`config.mk`:
```
export PLATFORM = sky130hd
export DESIGN_NAME = barnsley_fern_ifs_point_generator
export DESIGN_NICKNAME = d
export VERILOG_FILES = /design/src/rtl/bf_pkg.sv /design/src/rtl/bf_mul.sv /design/src/rtl/bf_sel.sv /design/src/rtl/bf_core.sv /design/src/rtl/barnsley_fern_ifs_point_generator.sv
export SDC_FILE = /design/constraint.sdc
export NUM_CORES = 2
export LEC_CHECK = 0
export CAP_MARGIN = 20
export CORE_MARGIN = 5
export CORE_UTILIZATION = 35
export CTS_BUF_LIST = sky130_fd_sc_hd__clkbuf_8
export CTS_CLUSTER_SIZE = 28
export DETAILED_ROUTE_END_ITERATION = 12
export DONT_BUFFER_PORTS = 1
export GPL_TIMING_DRIVEN = 0
export SYNTH_ARGS = -nofsm -noshare
export SYNTH_HDL_FRONTEND = slang
export SYNTH_SLANG_ARGS = --single-unit
```
`constraint.sdc`:
```
create_clock -name clock -period 8.3 [get_ports clock]
set_clock_uncertainty 0.1 [all_clocks]
set_input_delay 0.415 -clock clock [delete_from_list [all_inputs] [get_ports clock]]
set_output_delay 0.415 -clock clock [all_outputs]
set_load 0.02 [all_outputs]
```
`src/rtl/bf_pkg.sv`:
```
package bf_pkg;

   // Image geometry
   localparam int ImageWidth  = 1024;
   localparam int ImageHeight = 768;
   localparam int RowBase     = ImageHeight - 50;

   // Fixed-point formats
   localparam int PointW  = 24;   // signed Q8.16
   localparam int CoefW   = 17;   // signed Q1.16
   localparam int TransW  = 18;   // signed Q2.16 translation, small range
   localparam int ProdW   = PointW + CoefW;
   localparam int AccW    = ProdW + 1;
   localparam int CoordW  = 16;   // signed pixel coordinate before range check
   localparam int ProbW   = 7;
   localparam int ThreshW = ProbW + 2;
   localparam int PixW    = 10;
   localparam int IndexW  = 3;

   localparam logic signed [CoefW-1:0] ScaleHundred = CoefW'(100);

   // Register indexes
   localparam logic [IndexW-1:0] RegProbFirst  = 3'd0;
   localparam logic [IndexW-1:0] RegProbSecond = 3'd1;
   localparam logic [IndexW-1:0] RegProbThird  = 3'd2;
   localparam logic [IndexW-1:0] RegStartX     = 3'd3;
   localparam logic [IndexW-1:0] RegStartY     = 3'd4;

   // Map select codes
   typedef enum logic [1:0] {
      MAP_STEM,
      MAP_LEAF,
      MAP_LEFT,
      MAP_RIGHT
   } map_type;

   // Affine coefficients a, b, c, d per map (Q1.16)
   localparam logic signed [CoefW-1:0] MapCoef [4][4] = '{
      '{17'sd0,     17'sd0,      17'sd0,     17'sd10486},
      '{17'sd55706, 17'sd2621,   -17'sd2621, 17'sd55706},
      '{17'sd13107, -17'sd17039, 17'sd15073, 17'sd14418},
      '{-17'sd9830, 17'sd18350,  17'sd17039, 17'sd15729}
   };

   // Translations e, f per map (Q2.16)
   localparam logic signed [TransW-1:0] MapTrans [4][2] = '{
      '{18'sd0, 18'sd0},
      '{18'sd0, 18'sd104858},
      '{18'sd0, 18'sd104858},
      '{18'sd0, 18'sd28836}
   };

   typedef struct packed {
      logic [ProbW-1:0]         prob_first;
      logic [ProbW-1:0]         prob_second;
      logic [ProbW-1:0]         prob_third;
      logic signed [PointW-1:0] start_x;
      logic signed [PointW-1:0] start_y;
   } cfg_type;

   typedef struct packed {
      logic [PixW-1:0] pixel_x;
      logic [PixW-1:0] pixel_y;
      logic            visible;
   } result_type;

endpackage

```
`src/rtl/bf_mul.sv`:
```
module bf_mul
   import bf_pkg::*;
(
   input  logic                     clock,
   input  logic signed [PointW-1:0] op_a,
   input  logic signed [CoefW-1:0]  op_b,
   output logic signed [ProdW-1:0]  prod
);

   logic signed [ProdW-1:0] prod_ff;

   // Registered signed product
   always_ff @(posedge clock) begin
      prod_ff <= ProdW'(op_a) * ProdW'(op_b);
   end

   assign prod = prod_ff;

endmodule

```
`src/rtl/bf_sel.sv`:
```
module bf_sel
   import bf_pkg::*;
(
   input  cfg_type          cfg,
   input  logic [ProbW-1:0] random_value,
   output map_type          map_sel
);

   logic [ThreshW-1:0] t1, t2, t3, r;

   // Cumulative thresholds, no saturation
   assign t1 = ThreshW'(cfg.prob_first);
   assign t2 = t1 + ThreshW'(cfg.prob_second);
   assign t3 = t2 + ThreshW'(cfg.prob_third);
   assign r  = ThreshW'(random_value);

   always_comb begin
      priority if (r < t1) map_sel = MAP_STEM;
      else if (r < t2)     map_sel = MAP_LEAF;
      else if (r < t3)     map_sel = MAP_LEFT;
      else                 map_sel = MAP_RIGHT;
   end

endmodule

```
`src/rtl/bf_core.sv`:
```
module bf_core
   import bf_pkg::*;
(
   input  logic             clock,
   input  logic             reset,
   input  cfg_type          cfg,
   input  logic             start,
   input  logic             first,
   input  map_type          map_sel,
   input  logic             out_free,
   output logic             idle,
   output logic             done,
   output result_type       result
);

   typedef enum logic [2:0] {
      S_IDLE,
      S_AX,
      S_BY,
      S_CX,
      S_DY,
      S_SX,
      S_SY,
      S_FIN
   } state_type;

   localparam logic signed [AccW-1:0]   RoundHalf = AccW'(32768);
   localparam logic signed [ProdW-1:0]  TruncBias = ProdW'(65535);
   localparam logic signed [PointW:0]   PointMax  = {2'b00, {(PointW-1){1'b1}}};
   localparam logic signed [PointW:0]   PointMin  = {2'b11, {(PointW-1){1'b0}}};
   localparam logic signed [CoordW-1:0] HalfWidth = CoordW'(ImageWidth / 2);
   localparam logic signed [CoordW-1:0] RowOrigin = CoordW'(RowBase);
   localparam logic signed [CoordW-1:0] WidthS    = CoordW'(ImageWidth);
   localparam logic signed [CoordW-1:0] HeightS   = CoordW'(ImageHeight);

   state_type               state_ff, state_in;
   map_type                 map_ff, map_in;
   logic signed [PointW-1:0] point_x_ff, point_x_in;
   logic signed [PointW-1:0] point_y_ff, point_y_in;
   logic signed [ProdW-1:0]  acc_ff, acc_in;
   logic signed [CoordW-1:0] col_ff, col_in;

   logic signed [PointW-1:0] op_a;
   logic signed [CoefW-1:0]  op_b;
   logic signed [ProdW-1:0]  prod;

   logic signed [AccW-1:0]   sum;
   logic signed [AccW-17:0]  rounded;
   logic signed [TransW-1:0] trans;
   logic signed [AccW-16:0]  moved;
   logic signed [PointW-1:0] sat_point;
   logic signed [ProdW-1:0]  biased;
   logic signed [CoordW-1:0] scaled;
   logic signed [CoordW-1:0] row;
   logic                     vis;

   bf_mul u_mul (
      .clock (clock),
      .op_a  (op_a),
      .op_b  (op_b),
      .prod  (prod)
   );

   // Operand select for the shared multiplier
   always_comb begin
      unique case (state_ff)
         S_AX:    begin op_a = point_x_ff; op_b = MapCoef[map_ff][0]; end
         S_BY:    begin op_a = point_y_ff; op_b = MapCoef[map_ff][1]; end
         S_CX:    begin op_a = point_x_ff; op_b = MapCoef[map_ff][2]; end
         S_DY:    begin op_a = point_y_ff; op_b = MapCoef[map_ff][3]; end
         S_SX:    begin op_a = point_x_ff; op_b = ScaleHundred; end
         default: begin op_a = point_y_ff; op_b = ScaleHundred; end
      endcase
   end

   // New coordinate: round the product sum, add translation, saturate
   assign trans   = (state_ff == S_CX) ? MapTrans[map_ff][0] : MapTrans[map_ff][1];
   assign sum     = AccW'(acc_ff) + AccW'(prod) + RoundHalf;
   assign rounded = sum[AccW-1:16];
   assign moved   = (AccW-15)'(rounded) + (AccW-15)'(trans);

   always_comb begin
      priority if (moved > (AccW-15)'(PointMax))      sat_point = PointMax[PointW-1:0];
      else if (moved < (AccW-15)'(PointMin))          sat_point = PointMin[PointW-1:0];
      else                                             sat_point = moved[PointW-1:0];
   end

   // Scale by 100, truncate toward zero
   assign biased = prod + (prod[ProdW-1] ? TruncBias : '0);
   assign scaled = biased[16 +: CoordW];
   assign row    = RowOrigin - scaled;
   assign vis    = !col_ff[CoordW-1] && (col_ff < WidthS) &&
                   !row[CoordW-1] && (row < HeightS);

   assign idle = (state_ff == S_IDLE);
   assign done = (state_ff == S_FIN) && out_free;

   always_comb begin
      result.visible = vis;
      result.pixel_x = vis ? col_ff[PixW-1:0] : '0;
      result.pixel_y = vis ? row[PixW-1:0] : '0;
   end

   // Sequencer next state
   always_comb begin
      state_in   = state_ff;
      map_in     = map_ff;
      point_x_in = point_x_ff;
      point_y_in = point_y_ff;
      acc_in     = acc_ff;
      col_in     = col_ff;
      unique case (state_ff)
         S_IDLE: begin
            if (start) begin
               map_in   = map_sel;
               state_in = S_AX;
               if (first) begin
                  point_x_in = cfg.start_x;
                  point_y_in = cfg.start_y;
               end
            end
            acc_in = '0;
         end
         S_AX: state_in = S_BY;
         S_BY: begin
            acc_in   = prod;
            state_in = S_CX;
         end
         S_CX: begin
            point_x_in = sat_point;
            acc_in     = '0;
            state_in   = S_DY;
         end
         S_DY: begin
            acc_in   = prod;
            state_in = S_SX;
         end
         S_SX: begin
            point_y_in = sat_point;
            acc_in     = '0;
            state_in   = S_SY;
         end
         S_SY: begin
            col_in   = scaled + HalfWidth;
            state_in = S_FIN;
         end
         S_FIN: if (out_free) state_in = S_IDLE;
         default: state_in = S_IDLE;
      endcase
   end

   always_ff @(posedge clock) begin
      if (reset) begin
         state_ff   <= S_IDLE;
         point_x_ff <= '0;
         point_y_ff <= '0;
      end else begin
         state_ff   <= state_in;
         point_x_ff <= point_x_in;
         point_y_ff <= point_y_in;
      end
      map_ff <= map_in;
      acc_ff <= acc_in;
      col_ff <= col_in;
   end

endmodule

```
`src/rtl/barnsley_fern_ifs_point_generator.sv`:
```
// Barnsley fern chaos-game point generator.
// Input stream req_*: one item per step. tdata carries random_value, kept
// in 0..99 by the user (unchecked); tuser carries first_step, which reloads
// the point from start_x/start_y before the step. Each item gives exactly
// one result on rsp_*: tdata holds pixel_x and pixel_y, tuser holds visible
// (pixels are 0 when not visible). Config port csr_*: index 0..4 selects
// prob_first, prob_second, prob_third, start_x, start_y; always ready, write
// only while the block is idle. One multiplier is shared by the four map
// products and the two scalings by 100, which the core runs as the states
// S_AX, S_BY, S_CX, S_DY, S_SX, S_SY and S_FIN, from which the result goes
// into the output register; req_tready rises in the same cycle as
// rsp_tvalid, so an item is taken only once the core is done with the last.
// A result waits in the output register while rsp_tready is low; a new item
// can still be accepted then, and the core holds its finished result until
// the register frees.
// Synchronous reset clears the point to 0, restores the published 1/85/7
// split and start point 0, and empties the output register.
module barnsley_fern_ifs_point_generator
   import bf_pkg::*;
(
   input  logic              clock,
   input  logic              reset,
   input  logic              req_tvalid,
   output logic              req_tready,
   input  logic [7:0]        req_tdata,   // [6:0] random_value, [7] zero
   input  logic [0:0]        req_tuser,   // [0] first_step
   output logic              rsp_tvalid,
   input  logic              rsp_tready,
   output logic [23:0]       rsp_tdata,   // [9:0] pixel_x, [19:10] pixel_y, [23:20] zero
   output logic [0:0]        rsp_tuser,   // [0] visible
   input  logic              csr_valid,
   output logic              csr_ready,
   input  logic [IndexW-1:0] csr_index,
   input  logic [23:0]       csr_data
);

   cfg_type    cfg_ff, cfg_in;
   result_type rsp_ff, rsp_in;
   logic       rsp_valid_ff, rsp_valid_in;
   map_type    map_sel;
   logic       idle, done, out_free, start;
   result_type result;

   assign csr_ready = 1'b1;
   assign start     = req_tvalid && req_tready;
   assign out_free  = !rsp_valid_ff || rsp_tready;

   bf_sel u_sel (
      .cfg          (cfg_ff),
      .random_value (req_tdata[ProbW-1:0]),
      .map_sel      (map_sel)
   );

   bf_core u_core (
      .clock    (clock),
      .reset    (reset),
      .cfg      (cfg_ff),
      .start    (start),
      .first    (req_tuser[0]),
      .map_sel  (map_sel),
      .out_free (out_free),
      .idle     (idle),
      .done     (done),
      .result   (result)
   );

   assign req_tready = idle;

   // Configuration register writes
   always_comb begin
      cfg_in = cfg_ff;
      if (csr_valid && csr_ready) begin
         unique case (csr_index)
            RegProbFirst:  cfg_in.prob_first  = csr_data[ProbW-1:0];
            RegProbSecond: cfg_in.prob_second = csr_data[ProbW-1:0];
            RegProbThird:  cfg_in.prob_third  = csr_data[ProbW-1:0];
            RegStartX:     cfg_in.start_x     = csr_data[PointW-1:0];
            RegStartY:     cfg_in.start_y     = csr_data[PointW-1:0];
            default:       cfg_in = cfg_ff;
         endcase
      end
   end

   // Output register
   always_comb begin
      rsp_in       = rsp_ff;
      rsp_valid_in = rsp_valid_ff;
      if (done) begin
         rsp_in       = result;
         rsp_valid_in = 1'b1;
      end else if (rsp_tready) begin
         rsp_valid_in = 1'b0;
      end
   end

   always_ff @(posedge clock) begin
      if (reset) begin
         cfg_ff.prob_first  <= 7'd1;
         cfg_ff.prob_second <= 7'd85;
         cfg_ff.prob_third  <= 7'd7;
         cfg_ff.start_x     <= '0;
         cfg_ff.start_y     <= '0;
         rsp_valid_ff       <= 1'b0;
      end else begin
         cfg_ff       <= cfg_in;
         rsp_valid_ff <= rsp_valid_in;
      end
      rsp_ff <= rsp_in;
   end

   assign rsp_tvalid   = rsp_valid_ff;
   assign rsp_tdata    = {4'b0, rsp_ff.pixel_y, rsp_ff.pixel_x};
   assign rsp_tuser[0] = rsp_ff.visible;

`ifndef SYNTH
   // An off-image point carries zero pixel fields
   a_hidden_zero: assert property (@(posedge clock) disable iff (reset)
      rsp_tvalid && !rsp_tuser[0] |-> rsp_tdata == 24'd0)
      else $error("hidden point with nonzero pixel");

   // The block is busy right after taking an item
   a_busy_after_accept: assert property (@(posedge clock) disable iff (reset)
      req_tvalid && req_tready |=> !req_tready)
      else $error("ready right after accept");

   // Reset empties the output register
   a_reset_empty: assert property (@(posedge clock)
      reset |=> !rsp_tvalid)
      else $error("result valid after reset");
`endif

endmodule
```
==> metrics.yaml <==
status: "complete, no violations"
postSynthCellCount: 3242
drv_cap: 0
critPathLaunch: "u_core.map_ff[1]"
r2r_start: "u_core.map_ff[1]"
ios: 69
final_util: 0.414
maxSlewHeadroom: 0.350
antenna_found_initial: 4
fp-row-count: 105
drc_errors: 0
critPathArrivalTime_ns: 8.45
dp_hpwl_microns: 71600
layout-drive-gt1-share: 0.131
routedWlPerCell_microns: 19.6
ir_drop_mv: 0.190
grtUsageTotal: 0.197
dp_cells: 4323
numCtsBuffers: 41
routed_wl_microns: 89200
min_period_ns: 8.12
area.growth.synth_to_final_pct: 17.0
dieWidth_microns: 298
cp_data_required_time_ns: 8.62
die_area_sq_mm: 0.0890
grt_pass1_wl_microns: 138000
yosysTopAreaCell: "fa_1"
synth_flop_cell: "dfxtp_1"
tritoncts: "yes"
ys_types: 88
clock_latency_ns: 0.63
firstDrtPassIters: 6
synthTopCellsByArea: "fa_1, dfxtp_1, ha_1, edfxtp_1, inv_1"
vias: 23800
layout.cells.non_filler: 4541
synth_top_area_frac: 0.278
first_global_vias: 23700
crit_top_cell: "fa_1"
clock-root-buffer: "clkbuf_8"
vias_per_cell: 5.23
max_stage_delay_ns: 0.65
nets: 4131
drv_slew: 0
fp.dieH_microns: 298
cp-end-kind: "flip-flop"
p_per_area_mw_per_mm2: 282
ant_nets: 0
critical_path.slowest_cell: "o211ai_1"
portBuffers: 0
synth-seq-cells: 242
hold_path.class: "primary input to flip-flop"
setup_violations: 0
p_leak_nw: 15.8
finalHoldViolCount: 0
fmax_ghz: 0.123
clkSinkCount: 242
synth_edf_count: 80
htree_levels: 2
rsz0062_at_grt: "yes"
clkSlewWorstSetupHoldPaths_ns: 0.07
crit_fanout: 7
start_util: 0.354
fin_crit_sh: 0.979
cts_max_path_buffers: 3
core_sq_mm: 0.0822
synthArstFlopShare: 0
worstSetupPathType: "flip-flop to flip-flop"
power_mw: 9.60
grt_max_degree: 23
gr-total-overflow: 0
synth_warnings: 0
yosysSeqAreaShare: 0.194
avgSynthCellArea_sq_um: 8.98
syn_area_sq_mm: 0.0291
worstMarginPinSlew_ns: 0.968
critPathLaunchType: "flip-flop"
hp-start: "reset"
gp_congestion: 0.965
tns_ns: 0
drt_iter0_markers: 1748
[state kept, by name, summed over array words and instances (netlist names)]
register / flops
u_core.acc_ff: 41
u_core.col_ff: 16
u_core.point_x_ff: 24
u_core.state_ff: 3
rsp_tdata: 20
rsp_tuser: 1
u_core.point_y_ff: 24
u_core.u_mul.prod: 41
u_core.map_ff: 2
cfg_ff: 69
rsp_tvalid: 1
[per-stage QoR]
step | area (sq um) | hold WS [ns] | setup WS [ns]
2_1_floorplan | 29100 | 0.332 | 0.113
3_3_place_gp | 30400 | 0.344 | -2.60
3_5_place_dp | 30600 | 0.346 | -2.61
4_1_cts | 32700 | 0.0177 | 0.00192
5_1_grt | 34100 | 0.0430 | -0.172
6_report | 34100 | 0.0520 | 0.178
[power breakdown]
group	internal (mW)	leakage (nW)	switching [mW]
combinational	2.42	13.1	4.35
sequential	1.45	2.19	0.192
clock	0.630	0.488	0.552
total	4.50	15.8	5.09
[cells in the final DEF (no fill, tap or decap), types with 15 or more instances in the layout]
| master | instances |
|---|---|
| a311oi_2 | 16 |
| o21ai_1 | 25 |
| nor3_1 | 20 |
| inv_1 | 499 |
| nand3_1 | 27 |
| xor2_1 | 42 |
| and2_1 | 37 |
| fa_1 | 394 |
| mux2i_4 | 17 |
| ha_4 | 15 |
| dfxtp_1 | 160 |
| nor2_1 | 257 |
| nand2_1 | 435 |
| buf_4 | 123 |
| or3_1 | 24 |
| xnor2_1 | 73 |
| edfxtp_1 | 80 |
| o21ai_0 | 80 |
| dlygate4sd3_1 | 28 |
| clkbuf_8 | 54 |
| o21bai_1 | 18 |
| nor2b_1 | 35 |
| mux2_2 | 20 |
| buf_6 | 20 |
| a21o_1 | 54 |
| and3_1 | 53 |
| a211oi_1 | 17 |
| ha_1 | 234 |
| nand2b_1 | 27 |
| a31oi_1 | 16 |
| a21oi_1 | 158 |
| clkbuf_1 | 59 |
[cells in the mapped netlist, types with 12 or more instances]
library cell    n
nor3_1         20
or3_1          24
nand3_1        27
and3_1         56
o2bb2a_1       12
o21a_1         14
a311oi_2       16
fa_1          404
nor2b_1        37
a22oi_1        12
nor2_1        272
clkbuf_1      110
nand2_1       438
mux2i_1        32
mux2_2         26
o21ai_1        24
o21ai_0        88
o21bai_1       18
xnor2_1        76
a21o_1         55
xor2_1         43
a211oi_1       17
nand4_1        12
buf_1          13
a31oi_1        17
inv_1         499
a21oi_1       172
ha_1          249
edfxtp_1       80
nand2b_1       32
and2_1         37
dfxtp_1       162
[metal layers]
metal  vias to the layer above  track usage  share of wire
met5                         -            0              0
li1                      10900            -              -
met4                         0       0.0768          0.045
met2                       882        0.317           0.46
met1                     11800        0.269           0.42
met3                       209       0.0304          0.075
[layout make-up]
cell class              instances  area, sq um
fillers                      8075        48200
multi-input cells            2369        22000
flip-flops and latches        242         5650
inverters                     500         1890
repair buffers                155         1440
well taps                    1070         1340
plain buffers                 128          862
clock buffers                  51          702
clock inverters                25          195
diodes                          1         2.50
[worst max-delay path, delay by kind of cell (launching register included)]
kind / cells / cell delay, ns
AOI/OAI and AO/OA: 11 / 2.78
adders and majority gates: 8 / 3.55
buffers and inverters: 6 / 0.64
DFF: 1 / 0.47
and+or+nand+nor: 3 / 0.40
[logic make-up (layout without fill, tap and decap cells)]
kind of cell,after synthesis,count (layout),share of synthesized area
flip-flops,242,242,0.194
AND/OR/NAND/NOR,992,992,0.153
XOR/XNOR,121,121,0.0369
multiplexers,58,58,0.0211
adder cells (fa/ha/maj),653,653,0.385
other,2,6,0.000258
buffers and inverters,634,859,0.0835
AO/OA/AOI/OAI,540,540,0.127
[what timing repair did]
| item | in CTS | in global routing |
|---|---|---|
| setup endpoints to repair | 23 | 10 |
| hold buffers | 28 | 0 |
| endpoints found under the hold margin | 74 | 0 |
| resized for setup | 192 | 184 |
| gates cloned | 0 | 2 |
| setup buffers | 39 | 78 |
| pin swaps | 14 | 65 |
[final timing paths]
path / end / slack [ns] / cells past startpoint
min: u_core.point_y_ff[10] / 0.05 / 2
max: u_core.u_mul.prod[40] / 0.18 / 28
min reg2reg: cfg_ff[3] / 0.35 / 2
max reg2reg: u_core.u_mul.prod[40] / 0.18 / 28
No activity file was read; power rests on OpenSTA's default activity.
